<file path="src/rtl/tbs_pkg.sv">
package tbs_pkg;

    localparam int unsigned STEP_FRAC_DEFAULT = 8;

    localparam int unsigned CFG_INDEX_W = 3;
    localparam int unsigned CFG_DATA_W  = 24;

    localparam logic [CFG_INDEX_W-1:0] CFG_TILT_TOLERANCE = 3'd0;
    localparam logic [CFG_INDEX_W-1:0] CFG_CREEP_SPEED    = 3'd1;
    localparam logic [CFG_INDEX_W-1:0] CFG_START_STEP     = 3'd2;
    localparam logic [CFG_INDEX_W-1:0] CFG_MIN_STEP       = 3'd3;
    localparam logic [CFG_INDEX_W-1:0] CFG_SETTLE_TICKS   = 3'd4;
    localparam logic [CFG_INDEX_W-1:0] CFG_CONFIRM_TICKS  = 3'd5;
    localparam logic [CFG_INDEX_W-1:0] CFG_MAX_ITERATIONS = 3'd6;

    localparam logic [14:0] TILT_TOLERANCE_RST = 15'd1459;
    localparam logic [8:0]  CREEP_SPEED_RST    = 9'd67;
    localparam logic [23:0] START_STEP_RST     = 24'd1900;
    localparam logic [23:0] MIN_STEP_RST       = 24'd95;
    localparam logic [15:0] SETTLE_TICKS_RST   = 16'd50;
    localparam logic [15:0] CONFIRM_TICKS_RST  = 16'd150;
    localparam logic [9:0]  MAX_ITERATIONS_RST = 10'd500;

    localparam logic [8:0]  SPEED_LIMIT = 9'd400;
    localparam logic [23:0] TRAVEL_SAT  = 24'hFFFFFF;

    localparam logic [2:0] ST_IDLE      = 3'd0;
    localparam logic [2:0] ST_SEARCHING = 3'd1;
    localparam logic [2:0] ST_CONFIRM   = 3'd2;
    localparam logic [2:0] ST_STABLE    = 3'd3;
    localparam logic [2:0] ST_MINSTEP   = 3'd4;
    localparam logic [2:0] ST_GAVEUP    = 3'd5;

    typedef enum logic [6:0] {
        PH_IDLE    = 7'b0000001,
        PH_CREEP   = 7'b0000010,
        PH_SETTLE  = 7'b0000100,
        PH_CONFIRM = 7'b0001000,
        PH_STABLE  = 7'b0010000,
        PH_MINSTEP = 7'b0100000,
        PH_GAVEUP  = 7'b1000000
    } phase_t;

    typedef struct packed {
        logic [14:0] tilt_tolerance;
        logic [8:0]  creep_speed;
        logic [23:0] start_step;
        logic [23:0] min_step;
        logic [15:0] settle_ticks;
        logic [15:0] confirm_ticks;
        logic [9:0]  max_iterations;
    } cfg_t;

    typedef struct packed {
        logic               mode;
        logic signed [15:0] pitch;
        logic signed [12:0] left_delta;
        logic signed [12:0] right_delta;
    } item_t;

    typedef struct packed {
        logic signed [9:0] motor_speed;
        logic [2:0]        status;
    } result_t;

endpackage

</file>
<file path="src/rtl/tbs_if.sv">
interface tbs_tick_if;
    logic               valid;
    logic               ready;
    logic               mode;
    logic signed [15:0] pitch;
    logic signed [12:0] left_delta;
    logic signed [12:0] right_delta;

    modport source (output valid, mode, pitch, left_delta, right_delta, input ready);
    modport sink   (input valid, mode, pitch, left_delta, right_delta, output ready);
endinterface

interface tbs_result_if;
    logic              valid;
    logic              ready;
    logic signed [9:0] motor_speed;
    logic [2:0]        status;

    modport source (output valid, motor_speed, status, input ready);
    modport sink   (input valid, motor_speed, status, output ready);
endinterface

interface tbs_cfg_if;
    logic        valid;
    logic        ready;
    logic [2:0]  index;
    logic [23:0] data;

    modport source (output valid, index, data, input ready);
    modport sink   (input valid, index, data, output ready);
endinterface

</file>
<file path="src/rtl/tbs_cfg_regs.sv">
module tbs_cfg_regs (
    input  logic        clk,
    input  logic        rst_n,
    tbs_cfg_if.sink     cfg,
    output tbs_pkg::cfg_t regs
);
    import tbs_pkg::*;

    cfg_t regs_reg;
    cfg_t regs_next;

    assign cfg.ready = 1'b1;
    assign regs      = regs_reg;

    always_comb
    begin
        regs_next = regs_reg;
        if (cfg.valid)
        begin
            unique case (cfg.index)
                CFG_TILT_TOLERANCE: regs_next.tilt_tolerance = cfg.data[14:0];
                CFG_CREEP_SPEED:    regs_next.creep_speed    = cfg.data[8:0];
                CFG_START_STEP:     regs_next.start_step     = cfg.data[23:0];
                CFG_MIN_STEP:       regs_next.min_step       = cfg.data[23:0];
                CFG_SETTLE_TICKS:   regs_next.settle_ticks   = cfg.data[15:0];
                CFG_CONFIRM_TICKS:  regs_next.confirm_ticks  = cfg.data[15:0];
                CFG_MAX_ITERATIONS: regs_next.max_iterations = cfg.data[9:0];
                default:            regs_next = regs_reg;
            endcase
        end
    end

    always_ff @(posedge clk or negedge rst_n)
    begin
        if (!rst_n)
        begin
            regs_reg.tilt_tolerance <= TILT_TOLERANCE_RST;
            regs_reg.creep_speed    <= CREEP_SPEED_RST;
            regs_reg.start_step     <= START_STEP_RST;
            regs_reg.min_step       <= MIN_STEP_RST;
            regs_reg.settle_ticks   <= SETTLE_TICKS_RST;
            regs_reg.confirm_ticks  <= CONFIRM_TICKS_RST;
            regs_reg.max_iterations <= MAX_ITERATIONS_RST;
        end
        else
        begin
            regs_reg <= regs_next;
        end
    end

endmodule

</file>
<file path="src/rtl/tbs_core.sv">
module tbs_core #(
    parameter int unsigned STEP_FRACTION_BITS = tbs_pkg::STEP_FRAC_DEFAULT
) (
    input  logic             clk,
    input  logic             rst_n,
    input  logic             advance,
    input  tbs_pkg::item_t   item,
    input  tbs_pkg::cfg_t    regs,
    output tbs_pkg::result_t result
);
    import tbs_pkg::*;

    // wide enough for both travel << frac and step << 1
    localparam int unsigned CMP_W = 25 + STEP_FRACTION_BITS;

    phase_t      phase_reg, phase_next;
    logic [23:0] step_reg, step_next;
    logic        rev_reg, rev_next;
    logic        lsp_reg, lsp_next;
    logic [9:0]  iter_reg, iter_next;
    logic [15:0] tick_reg, tick_next;
    logic [23:0] travel_reg, travel_next;

    logic        pitch_pos;
    logic [15:0] pitch_abs;
    logic        in_band;
    logic signed [13:0] wheel_sum;
    logic [13:0] wheel_abs;
    logic [24:0] travel_sum;
    logic [23:0] travel_sat;
    logic        covered;
    logic        do_decide;
    logic        do_step;
    logic [8:0]  speed_mag;

    assign pitch_pos = !item.pitch[15];
    assign pitch_abs = item.pitch[15] ? 16'(-item.pitch) : item.pitch;
    assign in_band   = pitch_abs <= {1'b0, regs.tilt_tolerance};

    assign wheel_sum  = 14'(item.left_delta) + 14'(item.right_delta);
    assign wheel_abs  = wheel_sum[13] ? 14'(-wheel_sum) : wheel_sum;
    assign travel_sum = {1'b0, travel_reg} + 25'(wheel_abs);
    assign travel_sat = travel_sum[24] ? TRAVEL_SAT : travel_sum[23:0];
    assign covered    = (travel_sat == TRAVEL_SAT)
                     || ((CMP_W'(travel_sat) << STEP_FRACTION_BITS)
                         >= (CMP_W'(step_reg) << 1));

    always_comb
    begin
        phase_next  = phase_reg;
        step_next   = step_reg;
        rev_next    = rev_reg;
        lsp_next    = lsp_reg;
        iter_next   = iter_reg;
        tick_next   = tick_reg;
        travel_next = travel_reg;
        do_decide   = 1'b0;
        do_step     = 1'b0;

        if (item.mode)
        begin
            lsp_next  = pitch_pos;
            rev_next  = !pitch_pos;
            step_next = regs.start_step;
            iter_next = '0;
            do_decide = 1'b1;
        end
        else
        begin
            unique case (phase_reg)
                PH_CONFIRM:
                begin
                    if (in_band)
                    begin
                        tick_next = tick_reg + 16'd1;
                        if (tick_next >= regs.confirm_ticks)
                        begin
                            phase_next = PH_STABLE;
                        end
                    end
                    else
                    begin
                        do_step = 1'b1;
                    end
                end
                PH_CREEP:
                begin
                    travel_next = travel_sat;
                    if (covered)
                    begin
                        tick_next  = '0;
                        phase_next = PH_SETTLE;
                    end
                end
                PH_SETTLE:
                begin
                    if (tick_reg < regs.settle_ticks)
                    begin
                        tick_next = tick_reg + 16'd1;
                    end
                    else
                    begin
                        // sign flip: overshot, halve and turn around
                        if (pitch_pos != lsp_reg)
                        begin
                            step_next = step_reg >> 1;
                            rev_next  = !rev_reg;
                        end
                        lsp_next  = pitch_pos;
                        iter_next = iter_reg + 10'd1;
                        do_decide = 1'b1;
                    end
                end
                default:
                begin
                    phase_next = phase_reg;
                end
            endcase
        end

        if (do_decide)
        begin
            if (iter_next >= regs.max_iterations)
            begin
                phase_next = PH_GAVEUP;
            end
            else if (in_band)
            begin
                tick_next  = '0;
                phase_next = (regs.confirm_ticks == '0) ? PH_STABLE : PH_CONFIRM;
            end
            else
            begin
                do_step = 1'b1;
            end
        end

        if (do_step)
        begin
            if (step_next < regs.min_step)
            begin
                phase_next = PH_MINSTEP;
            end
            else
            begin
                // fresh creep: zero travel is covered only by a zero step
                travel_next = '0;
                tick_next   = '0;
                phase_next  = (step_next == '0) ? PH_SETTLE : PH_CREEP;
            end
        end
    end

    assign speed_mag = (regs.creep_speed > SPEED_LIMIT) ? SPEED_LIMIT : regs.creep_speed;

    always_comb
    begin
        result.motor_speed = '0;
        if (phase_next == PH_CREEP)
        begin
            result.motor_speed = rev_next ? -$signed({1'b0, speed_mag})
                                          : $signed({1'b0, speed_mag});
        end
        unique case (phase_next)
            PH_IDLE:    result.status = ST_IDLE;
            PH_CREEP:   result.status = ST_SEARCHING;
            PH_SETTLE:  result.status = ST_SEARCHING;
            PH_CONFIRM: result.status = ST_CONFIRM;
            PH_STABLE:  result.status = ST_STABLE;
            PH_MINSTEP: result.status = ST_MINSTEP;
            PH_GAVEUP:  result.status = ST_GAVEUP;
            default:    result.status = ST_IDLE;
        endcase
    end

    always_ff @(posedge clk or negedge rst_n)
    begin
        if (!rst_n)
        begin
            phase_reg  <= PH_IDLE;
            step_reg   <= '0;
            rev_reg    <= 1'b0;
            lsp_reg    <= 1'b0;
            iter_reg   <= '0;
            tick_reg   <= '0;
            travel_reg <= '0;
        end
        else if (advance)
        begin
            phase_reg  <= phase_next;
            step_reg   <= step_next;
            rev_reg    <= rev_next;
            lsp_reg    <= lsp_next;
            iter_reg   <= iter_next;
            tick_reg   <= tick_next;
            travel_reg <= travel_next;
        end
    end

endmodule

</file>
<file path="src/rtl/tilt_balance_step_halving_sweep.sv">
// Channel  Dir  Payload                                   Beat
// -------  ---  ----------------------------------------  ---------------------------
// tick     in   mode, pitch, left_delta, right_delta      one tick or one start
// result   out  motor_speed, status                       one per tick beat
// cfg      in   index (3 b), data (24 b)                  one register write
//
// One beat per cycle sustained while result.ready stays high. A tick beat
// lands in the input register; when it advances, the decision logic updates
// the sweep state and the result lands in the output register.
// Reset (rst_n low, async) puts the sweep idle and loads register defaults.
// A stalled result holds its register; the input register still takes a
// beat behind it, then tick.ready drops until the result drains.
module tilt_balance_step_halving_sweep #(
    parameter int unsigned STEP_FRACTION_BITS = tbs_pkg::STEP_FRAC_DEFAULT
) (
    input  logic          clk,
    input  logic          rst_n,
    tbs_tick_if.sink      tick,
    tbs_result_if.source  result,
    tbs_cfg_if.sink       cfg
);
    import tbs_pkg::*;

    cfg_t    regs;
    item_t   item_reg;
    logic    item_valid_reg, item_valid_next;
    result_t res_next;
    result_t res_reg;
    logic    res_valid_reg, res_valid_next;
    logic    advance;
    logic    accept;

    tbs_cfg_regs u_cfg (
        .clk   (clk),
        .rst_n (rst_n),
        .cfg   (cfg),
        .regs  (regs)
    );

    tbs_core #(
        .STEP_FRACTION_BITS (STEP_FRACTION_BITS)
    ) u_core (
        .clk     (clk),
        .rst_n   (rst_n),
        .advance (advance),
        .item    (item_reg),
        .regs    (regs),
        .result  (res_next)
    );

    // the held item moves on whenever the output slot is free or draining
    assign advance    = item_valid_reg && (!res_valid_reg || result.ready);
    assign tick.ready = !item_valid_reg || advance;
    assign accept     = tick.valid && tick.ready;

    always_comb
    begin
        item_valid_next = item_valid_reg;
        if (accept)
        begin
            item_valid_next = 1'b1;
        end
        else if (advance)
        begin
            item_valid_next = 1'b0;
        end

        res_valid_next = res_valid_reg;
        if (advance)
        begin
            res_valid_next = 1'b1;
        end
        else if (result.ready)
        begin
            res_valid_next = 1'b0;
        end
    end

    always_ff @(posedge clk or negedge rst_n)
    begin
        if (!rst_n)
        begin
            item_valid_reg <= 1'b0;
            res_valid_reg  <= 1'b0;
        end
        else
        begin
            item_valid_reg <= item_valid_next;
            res_valid_reg  <= res_valid_next;
        end
    end

    // payload registers, no reset
    always_ff @(posedge clk)
    begin
        if (accept)
        begin
            item_reg.mode        <= tick.mode;
            item_reg.pitch       <= tick.pitch;
            item_reg.left_delta  <= tick.left_delta;
            item_reg.right_delta <= tick.right_delta;
        end
        if (advance)
        begin
            res_reg <= res_next;
        end
    end

    assign result.valid       = res_valid_reg;
    assign result.motor_speed = res_reg.motor_speed;
    assign result.status      = res_reg.status;

endmodule
</file>
<file path="src/flat_wrapper.sv">
// flat-port wrapper written by rule: the top's interface ports become plain ports
module tilt_balance_step_halving_sweep_flat import tbs_pkg::*;
#(
    parameter int unsigned STEP_FRACTION_BITS = tbs_pkg::STEP_FRAC_DEFAULT
)
  (clk, rst_n, tick_valid, tick_mode, tick_pitch, tick_left_delta, tick_right_delta, tick_ready, result_valid, result_motor_speed, result_status, result_ready, cfg_valid, cfg_index, cfg_data, cfg_ready);
  tbs_tick_if tick_i ();
  tbs_result_if result_i ();
  tbs_cfg_if cfg_i ();
  input  logic clk;
  input  logic rst_n;
  input wire logic [$bits(tick_i.valid)-1:0] tick_valid;
  input wire logic [$bits(tick_i.mode)-1:0] tick_mode;
  input wire logic [$bits(tick_i.pitch)-1:0] tick_pitch;
  input wire logic [$bits(tick_i.left_delta)-1:0] tick_left_delta;
  input wire logic [$bits(tick_i.right_delta)-1:0] tick_right_delta;
  output wire logic [$bits(tick_i.ready)-1:0] tick_ready;
  output wire logic [$bits(result_i.valid)-1:0] result_valid;
  output wire logic [$bits(result_i.motor_speed)-1:0] result_motor_speed;
  output wire logic [$bits(result_i.status)-1:0] result_status;
  input wire logic [$bits(result_i.ready)-1:0] result_ready;
  input wire logic [$bits(cfg_i.valid)-1:0] cfg_valid;
  input wire logic [$bits(cfg_i.index)-1:0] cfg_index;
  input wire logic [$bits(cfg_i.data)-1:0] cfg_data;
  output wire logic [$bits(cfg_i.ready)-1:0] cfg_ready;
  assign tick_i.valid = tick_valid;
  assign tick_i.mode = tick_mode;
  assign tick_i.pitch = tick_pitch;
  assign tick_i.left_delta = tick_left_delta;
  assign tick_i.right_delta = tick_right_delta;
  assign tick_ready = tick_i.ready;
  assign result_valid = result_i.valid;
  assign result_motor_speed = result_i.motor_speed;
  assign result_status = result_i.status;
  assign result_i.ready = result_ready;
  assign cfg_i.valid = cfg_valid;
  assign cfg_i.index = cfg_index;
  assign cfg_i.data = cfg_data;
  assign cfg_ready = cfg_i.ready;
  tilt_balance_step_halving_sweep #(.STEP_FRACTION_BITS(STEP_FRACTION_BITS)) u_core (.clk(clk), .rst_n(rst_n), .tick(tick_i), .result(result_i), .cfg(cfg_i));
endmodule
</file>
<file path="config.mk">
export PLATFORM = sky130hd
export DESIGN_NAME = tilt_balance_step_halving_sweep_flat
export DESIGN_NICKNAME = d
export VERILOG_FILES = /design/src/rtl/tbs_pkg.sv /design/src/rtl/tbs_if.sv /design/src/rtl/tbs_cfg_regs.sv /design/src/rtl/tbs_core.sv /design/src/rtl/tilt_balance_step_halving_sweep.sv /design/src/flat_wrapper.sv
export SDC_FILE = /design/constraint.sdc
export NUM_CORES = 1
export LEC_CHECK = 0
export BUFFER_PORTS_ARGS = -buffer_cell sky130_fd_sc_hd__buf_2
export CAP_MARGIN = 20
export CORE_UTILIZATION = 35
export CTS_CLUSTER_SIZE = 16
export DETAILED_ROUTE_END_ITERATION = 8
export PLACE_DENSITY = 0.61
export SKIP_LAST_GASP = 1
export SYNTH_ARGS = -nofsm -noshare
export SYNTH_HDL_FRONTEND = slang
export SYNTH_SLANG_ARGS = --single-unit
</file>
<file path="constraint.sdc">
create_clock -name clk -period 7.05 [get_ports clk]
set_clock_uncertainty 0.1 [all_clocks]
set_input_delay 0.705 -clock clk [delete_from_list [all_inputs] [get_ports clk]]
set_output_delay 0.705 -clock clk [all_outputs]
set_load 0.03 [all_outputs]
</file>
==> key figures, run 1 <==
Worst setup path
  • R2r worst-path depth: 31
  • Worst reg2reg path endpoint: u_core.result.status[0]
  • Req. time, crit path: 7.29 ns
  • Stages on worst setup path: 31
  • Startpoint types: register
  • Worst path slowest cell: or4b_4
  • Critical path endpoint category: register
  • Critical path data arrival time: 7.10 ns
  • Maximum fanout along the worst path: 6
  • Critical Path Start: u_core.item_reg[1]
  • Critical Path Max Stage Delay: 0.57 ns
  • Setup CP Type: register to register
  • Reg2Reg Setup Slack: 0.18 ns
  • Critical Path End: u_core.result.status[0]
  • WP buf/inv: 2
  • CP top delay family: compound AO/OA/AOI/OAI gates
  • Worst r2r src: u_core.item_reg[1]

Global route
  • Initial antenna violation count: 2
  • Vias in the first global route: 12640
  • All-Layer GR Usage: 0.1778
  • Grt total ovfl: 0
  • Global-route wire length before repair: 66.34 mm
  • Largest net degree at the start of global routing: 123

Drt
  • Routed WL: 41.26 mm
  • Initial drt markers: 816
  • WL/cell: 16.98 um
  • Number of remaining DRC errors: 0
  • Number of antenna-violating nets in the routed design: 0
  • Vias: 12840
  • TritonRoute pass-1 iters: 7
  • DR vias/cell: 5.284

Clocking
  • Root buf cell: clkbuf_16
  • Sink Count: 255
  • Clock tree buffer depth: 3
  • Clock-pin slew on the worst setup and hold paths: 0.07 ns
  • CTS Buf Count: 29
  • H-tree levels: 1
  • CTS tree: done
  • Skew-Pair Late Insertion Delay: 0.59 ns

Cells and area
  • Post-route cell area: 19030 um2
  • Footprint of the multi-input gates: 8761 um2
  • Layout area overhead: 20.82%
  • Layout Nets: 2019
  • Layout cell share with drive strength beyond 1: 0.2537
  • Max FFs per register: 114
  • Fillers: 4306
  • Reg area: 6708 um2
  • Fin util: 0.4295

Yosys
  • Cell Area, Synth: 15750 um2
  • Yosys reg bits: 255
  • Count leader, synth: nand2_1
  • Cells after Synth: 1633
  • Most frequent cells after synthesis: nand2_1, dfrtp_1, ha_1
  • Mean Syn Cell Area: 9.647 um2
  • Synth area leader: dfrtp_1
  • Ys async rst share: 0.7804
  • Synth area leaders: dfrtp_1, edfxtp_1, ha_1
  • Post-Syn Nets: 1838
  • Synth cell types: 78
  • Ys Warns: 0
  • Post-synth top area share: 0.2573
  • Sequential share of the synthesized area: 0.4258
  • Post-synth EDFFs: 56
  • Top_reg_cell synth: dfrtp_1

STA
  • Crit share post-route: 0.9739
  • Final Setup Violations: 0
  • Fin. max-slew vios: 0
  • RSZ-0062 raised after global routing: yes
  • Slew HR: 0.2989
  • Min cycle time layout: 6.866 ns
  • Final Hold Vio Count: 0
  • Peak Freq: 0.1456 GHz
  • Hold_ws: 0.1337 ns
  • Worst slew pin tran: 1.052 ns

Floorplanning
  • Row count: 77
  • Core footprint: 44320 um2
  • Full die area: 45860 um2
  • DIE WIDTH: 214.2 um
  • Initial Utilization: 0.3555
  • I/O pin count: 91
  • Chip height: 214.2 um

Power
  • Static leakage: 8.470 nW
  • Tot Pwr: 5.997 mW
  • Worst vdd ir: 0.1946 mV
  • Cell Pwr Density: 315.1 nW/um2

Worst hold path
  • HP Class: primary input to asynchronous set/reset pin

Status
  • Status: complete, no violations

Placement
  • Port bufs: 89
  • Placed inst area: 17490 um2
  • GP Congestion: 0.8799
  • DP HPWL: 29.59 mm

Job
  • Max Cap Viol: 0
stage by stage:
stage / worst slack (ns) / cells / TNS (ns)
4_1_cts: 0.01101 / 2416 / 0
5_1_grt: -0.1963 / 2429 / -3.084
2_1_floorplan: -0.02028 / 1633 / -0.02028
6_report: 0.1841 / 2430 / 0
3_3_place_gp: -0.4040 / 2354 / -7.473
3_5_place_dp: -0.5037 / 2355 / -9.961
layout make-up:
class / instances / share of cell area
tap: 592 / 0.03891
inverter: 123 / 0.02426
clock buffer: 35 / 0.03983
sequential: 255 / 0.3524
antenna: 1 / 0.0001315
timing repair buffer: 207 / 0.07224
clock inverter: 19 / 0.01196
multi-input combinational: 1198 / 0.4603
kinds of logic after synthesis:
logic type / after synthesis / share of synthesized area
adder cells (fa/ha/maj): 130 / 0.1042
other: 1 / 0.0002380
XOR/XNOR: 75 / 0.04170
buffers and inverters: 180 / 0.04384
AO/OA/AOI/OAI: 373 / 0.1544
AND/OR/NAND/NOR: 517 / 0.1581
multiplexers: 102 / 0.07172
flip-flops: 255 / 0.4258
cells in the final DEF (no fill, tap or decap), drive strengths merged, types with 10 or more instances in the layout:
master and instances:
nand3 31, mux2 87, ha 128, a21o 29, nor2 82, a22o 21
o21a 10, and3 13, inv 127, buf 205, dfstp 37, o211ai 21
edfxtp 56, o31ai 13, nor3 32, dfrtp 162, nand4 16, nor4 13
nand4b 10, o21ai 114, xor2 25, nand2b 22, or4 10, a21oi 71
xnor2 50, a211oi 12, clkbuf 36, nand2 230, mux2i 15, a31oi 16
or3 10, nor2b 12
layer usage:
layer	part of all wire	global-route usage	vias to the layer above	wire length, um
li1	-	-	6222	-
met1	0.47	0.2489	6238	19400
met2	0.45	0.2818	316	18700
met3	0.047	0.02340	64	1959
met4	0.029	0.06143	0	1199
met5	0	0	-	0
power breakdown:
group | internal, mW | total (mW) | switching, mW
clock network | 0.893 | 1.57 | 0.675
registers | 1.80 | 1.99 | 0.183
logic | 1.19 | 2.44 | 1.25
worst reg2reg max path, delay by kind of cell (launching register included):
kind,cells,cell delay [ns]
muxes,1,0.12
xor gates and xnor gates,2,0.32
DFF,1,0.41
buffers and inverters,2,0.34
and+or+nand+nor,8,1.54
adders and majority gates,3,0.93
AOI/OAI and AO/OA,15,2.87
worst min-delay path by stage:
stage | endpoint | slack, ns | cells past startpoint
after floorplan | u_core.item_valid_reg | 0.31 | 0
final | u_core.u_cfg.regs[108] | 0.13 | 1
after global routing | u_core.item_reg[26] | 0.15 | 1
after detailed placement | u_core.result.valid | 0.38 | 1
after CTS | u_core.item_reg[26] | 0.16 | 1
after global placement | u_core.result.valid | 0.37 | 1
repair_timing:
item	4_1_cts	5_1_grt
resized for setup	31	57
setup endpoints to repair	32	32
pin swaps	11	55
cloned	1	0
buffers inserted	6	11
hold buffers	0	0
Note: power is estimated with default switching activity, not from simulation.
==> run 2: changes to the inputs <==
--- a/config.mk
+++ b/config.mk
@@ -5,12 +5,14 @@
 export SDC_FILE = /design/constraint.sdc
 export NUM_CORES = 1
 export LEC_CHECK = 0
+export ABC_AREA = 1
 export BUFFER_PORTS_ARGS = -buffer_cell sky130_fd_sc_hd__buf_2
 export CAP_MARGIN = 20
+export CORE_MARGIN = 5
 export CORE_UTILIZATION = 35
 export CTS_CLUSTER_SIZE = 16
 export DETAILED_ROUTE_END_ITERATION = 8
-export PLACE_DENSITY = 0.61
+export PLACE_DENSITY = 0.6
 export SKIP_LAST_GASP = 1
 export SYNTH_ARGS = -nofsm -noshare
 export SYNTH_HDL_FRONTEND = slang
==> key figures, run 2 <==
Yosys
  • Cell Area, Synth: 16200 um2
  • Mean Syn Cell Area: 8.167 um2
  • Top_reg_cell synth: dfrtp_1
  • Synth cell types: 63
  • Ys async rst share: 0.7804
  • Count leader, synth: nand2_1
  • Sequential share of the synthesized area: 0.4139
  • Post-synth EDFFs: 56
  • Synth area leader: dfrtp_1
  • Post-Syn Nets: 2189
  • Cells after Synth: 1984
  • Post-synth top area share: 0.2502
  • Ys Warns: 0
  • Yosys reg bits: 255
  • Most frequent cells after synthesis: nand2_1, inv_1, o21ai_0
  • Synth area leaders: dfrtp_1, edfxtp_1, ha_1

Cells and area
  • Layout area overhead: 13.61%
  • Ant diodes: 0
  • Post-route cell area: 18410 um2
  • Max FFs per register: 114
  • Layout Nets: 2268
  • Most frequent cells in the layout: nand2_1, inv_1, o21ai_0
  • Layout cell share with drive strength beyond 1: 0.1518
  • Post-route insts no fill: 2688
  • Commonest non-fill, non-tap cell in the layout: nand2_1

Worst setup path
  • Worst r2r src: u_core.item_reg[1]
  • Critical path data arrival time: 6.84 ns
  • Setup CP Type: register to register
  • CP top delay family: compound AO/OA/AOI/OAI gates
  • Maximum fanout along the worst path: 10
  • Worst path slowest cell: edfxtp_1
  • Critical path endpoint category: register
  • Req. time, crit path: 7.40 ns
  • R2r worst-path depth: 39
  • Startpoint types: register
  • WP buf/inv: 4
  • Critical Path Start: u_core.item_reg[1]
  • Critical Path Max Stage Delay: 0.44 ns
  • Stages on worst setup path: 39

Job
  • Max Cap Viol: 0

STA
  • Sum Neg Setup Slack: 0 ns
  • Min cycle time layout: 6.490 ns
  • Slew HR: 0.3038
  • Hold_ws: 0.1853 ns
  • Fin. max-slew vios: 0
  • Crit share post-route: 0.9206
  • Final Hold Vio Count: 0
  • Peak Freq: 0.1541 GHz
  • Worst slew pin tran: 1.043 ns
  • Final Setup Violations: 0

Power
  • Static leakage: 8.795 nW
  • Cell Pwr Density: 331.2 nW/um2
  • Worst vdd ir: 0.1898 mV

Floorplanning
  • Row count: 78
  • Initial Utilization: 0.3555
  • Chip height: 225.2 um
  • I/O pin count: 91
  • Full die area: 50700 um2
  • DIE WIDTH: 225.2 um
  • Core footprint: 45580 um2

Global route
  • Grt total ovfl: 0
  • Initial antenna violation count: 0
  • Vias in the first global route: 13060
  • Largest net degree at the start of global routing: 81
  • All-Layer GR Usage: 0.1600
  • Global-route wire length before repair: 67.30 mm

Drt
  • TritonRoute pass-1 iters: 6
  • DR vias/cell: 4.975
  • Initial drt markers: 891
  • WL/cell: 15.29 um
  • Routed WL: 41.10 mm
  • Number of remaining DRC errors: 0
  • Number of antenna-violating nets in the routed design: 0
  • Vias: 13370

Clocking
  • Clock-pin slew on the worst setup and hold paths: 0.06 ns
  • H-tree levels: 1
  • Root buf cell: clkbuf_16
  • Skew-Pair Late Insertion Delay: 0.60 ns
  • Sink Count: 255
  • CTS tree: done
  • CTS Buf Count: 31
  • Clock tree buffer depth: 3

Worst hold path
  • HP Class: primary input to register
  • WHS Path Cells: 1
  • Startpoint of the worst hold path: tick_right_delta[5]

Placement
  • DP HPWL: 30.58 mm
  • Placed cell count: 2619
  • Port bufs: 89
  • Placed inst area: 17180 um2
  • GP Congestion: 0.8882

Status
  • Status: complete, no violations
[run 2: changes by cell type in the layout (fill, tap and decap cells not counted), sizes merged, moves of 87 or more]
cell / delta
inv: +175
buf: -98
o21ai: +126
nand2: +207
mux2: -87
[run 2: power breakdown]
part / switching [mW] / total (mW) / internal [mW]
sequential: 0.236 / 2.07 / 1.83
clock: 0.651 / 1.62 / 0.964
combinational: 1.53 / 2.41 / 0.879
total: 2.42 / 6.10 / 3.68
[run 2: metal layers]
layer | global-route usage | vias to the layer above | wire (um) | share of wire
met3 | 0.02514 | 62 | 1817 | 0.044
met5 | 0 | - | 0 | 0
met4 | 0.03573 | 0 | 947 | 0.023
li1 | - | 6744 | - | -
met2 | 0.2685 | 270 | 18970 | 0.46
met1 | 0.2196 | 6296 | 19370 | 0.47
[run 2: logic make-up (layout without fill, tap and decap cells)]
family                   after synthesis  count (layout)  share of synthesized area
AND/OR/NAND/NOR                      730             730                     0.2028
flip-flops                           255             255                     0.4139
XOR/XNOR                              63              63                    0.03405
other                                  1               1                  0.0002314
buffers and inverters                363             467                    0.08787
AO/OA/AOI/OAI                        441             441                     0.1591
adder cells (fa/ha/maj)              130             130                     0.1013
multiplexers                           1               1                  0.0006177
[run 2: metrics by stage]
step / utilization / worst slack, ns / total power, mW
2_1_floorplan: - / 1.134 / 3.759
3_3_place_gp: 0.3770 / 0.3277 / 4.356
3_5_place_dp: 0.3770 / 0.1916 / 4.393
4_1_cts: 0.4002 / 0.1685 / 6.045
5_1_grt: 0.4039 / -0.04046 / 6.599
6_report: 0.4039 / 0.5598 / 6.097
[run 2: area by class of cell]
| class | count | area [um2] |
|---|---|---|
| Clock buffer | 46 | 944.7 |
| Clock inverter | 12 | 105.1 |
| Fill cell | 4632 | 27170 |
| Inverter | 300 | 1131 |
| Multi-Input combinational cell | 1366 | 8152 |
| Sequential cell | 255 | 6708 |
| Tap cell | 600 | 750.7 |
| Timing Repair Buffer | 109 | 619.3 |
[run 2: worst paths after layout]
path                                                end  slack, ns
setup / recovery           u_core.result.motor_speed[5]       0.56
hold / removal                       u_core.item_reg[5]       0.19
setup reg to reg           u_core.result.motor_speed[5]       0.56
hold reg to reg                   u_core.u_cfg.regs[57]       0.38
max in group asynchronous     u_core.u_core.step_reg[8]       4.97
min in group asynchronous         u_core.u_cfg.regs[92]       0.56
[run 2: repair_timing]
item,in CTS,in global routing
buffers inserted,0,10
setup endpoints to repair,0,31
hold buffers,1,0
resized for setup,0,22
endpoints found under the hold margin,33,0
==> run 3: changes to the inputs <==
==> constraint.sdc (replaced) <==
create_clock -name clk -period 7.05 [get_ports clk]
set_clock_uncertainty 0.1 [all_clocks]
set_input_delay 1.0575 -clock clk [delete_from_list [all_inputs] [get_ports clk]]
set_output_delay 1.0575 -clock clk [all_outputs]
set_load 0.03 [all_outputs]
==> key figures, run 3 (synthesis results as in run 2) <==
Power
  • Worst vdd ir: 0.1900 mV
  • Tot Pwr: 6.099 mW
  • Cell Pwr Density: 331.4 nW/um2
  • Static leakage: 8.791 nW

Cells and area
  • Commonest non-fill, non-tap cell in the layout: nand2_1
  • Layout cell share with drive strength beyond 1: 0.1519
  • Most frequent cells in the layout: nand2_1, inv_1, o21ai_0
  • Fin util: 0.4037
  • Layout area overhead: 13.55%
  • Ant diodes: 0
  • Post-route cell area: 18400 um2
  • Layout Nets: 2267
  • Max FFs per register: 114

STA
  • Worst slew pin tran: 1.046 ns
  • Peak Freq: 0.1544 GHz
  • Fin. max-slew vios: 0
  • Slew HR: 0.3015
  • Final Setup Violations: 0
  • Min cycle time layout: 6.479 ns
  • Crit share post-route: 0.9189
  • Final Hold Vio Count: 0

Global route
  • Grt total ovfl: 0
  • Global-route wire length before repair: 67.28 mm
  • Busiest grt layer: met2
  • Grt met2 use: 0.2685
  • Met3 Use GR: 0.02514
  • Vias in the first global route: 13060
  • Largest net degree at the start of global routing: 81
  • Initial antenna violation count: 0
  • All-Layer GR Usage: 0.1600
  • M1 GR Usage: 0.2195

Worst hold path
  • HP Class: primary input to asynchronous set/reset pin

Clocking
  • Sink Count: 255
  • Clock tree buffer depth: 3
  • CTS Buf Count: 31
  • Skew-Pair Late Insertion Delay: 0.60 ns
  • CTS tree: done
  • Hold buffer count at CTS: 0
  • H-tree levels: 1
  • Root buf cell: clkbuf_16
  • Clock-pin slew on the worst setup and hold paths: 0.06 ns

Worst setup path
  • Critical path data arrival time: 6.83 ns
  • CP top delay family: compound AO/OA/AOI/OAI gates
  • Critical Path Max Stage Delay: 0.44 ns
  • Maximum fanout along the worst path: 10
  • Req. time, crit path: 7.40 ns
  • WP buf/inv: 4
  • Startpoint types: register
  • Worst path slowest cell: edfxtp_1
  • Setup CP Type: register to register
  • Critical path endpoint category: register

Placement
  • GP Congestion: 0.8882
  • Placed inst area: 17180 um2
  • Port bufs: 89
  • DP HPWL: 30.58 mm

Floorplanning
  • I/O pin count: 91
  • Initial Utilization: 0.3555
  • Full die area: 50700 um2
  • Core footprint: 45580 um2
  • Row count: 78
  • Chip height: 225.2 um
  • DIE WIDTH: 225.2 um

Status
  • Status: complete, no violations

Job
  • Max Cap Viol: 0

Drt
  • DR vias/cell: 4.972
  • Routed WL: 41.19 mm
  • Number of remaining DRC errors: 0
  • Initial drt markers: 818
  • Number of antenna-violating nets in the routed design: 0
  • TritonRoute pass-1 iters: 7
  • Vias: 13360
  • WL/cell: 15.33 um
-- run 3: worst paths after layout --
path                       cells after the start                            to                   from  slack, ns
setup / recovery                              39  u_core.result.motor_speed[2]     u_core.item_reg[1]       0.57
hold / removal                                 1         u_core.u_cfg.regs[92]                  rst_n       0.34
setup reg to reg                              39  u_core.result.motor_speed[2]     u_core.item_reg[1]       0.57
hold reg to reg                                2         u_core.u_cfg.regs[57]  u_core.u_cfg.regs[57]       0.38
max in group asynchronous                      2     u_core.u_core.step_reg[8]                  rst_n       5.18
min in group clk                               2         u_core.u_cfg.regs[57]  u_core.u_cfg.regs[57]       0.38
-- run 3: repair_timing --
action                                  CTS  global route
endpoints found under the setup margin    0            31
resized for setup                         0            22
buffers inserted                          0            10
-- run 3: routing by layer --
metal  share of wire  vias up
li1                -     6741
met1            0.47     6303
met2            0.46      258
met3           0.043       59
met4           0.023        0
met5               0        -
-- run 3: final cells by class --
cell class	instances	area, um2
clock buffers	46	944.7
clock inverters	12	105.1
fillers	4635	27180
inverters	300	1131
multi-input cells	1366	8152
flip-flops and latches	255	6708
well taps	600	750.7
repair buffers	108	609.3
-- run 3: power by group --
part	total (mW)	switching, mW	internal (mW)
Clock	1.62	0.652	0.964
Combinational	2.41	1.53	0.878
Sequential	2.07	0.237	1.83
Total	6.10	2.42	3.68
-- run 3: per-stage QoR --
step / worst slack (ns) / TNS [ns] / std cells / hold slack [ns]
after detailed placement: 0.1916 / 0 / 2619 / 0.3726
after floorplan: 1.134 / 0 / 1984 / 0.3457
final: 0.5715 / 0 / 2687 / 0.3412
after global placement: 0.3277 / 0 / 2619 / 0.3609
after CTS: 0.1685 / 0 / 2677 / 0.3342
after global routing: -0.04046 / -0.1291 / 2687 / 0.3628
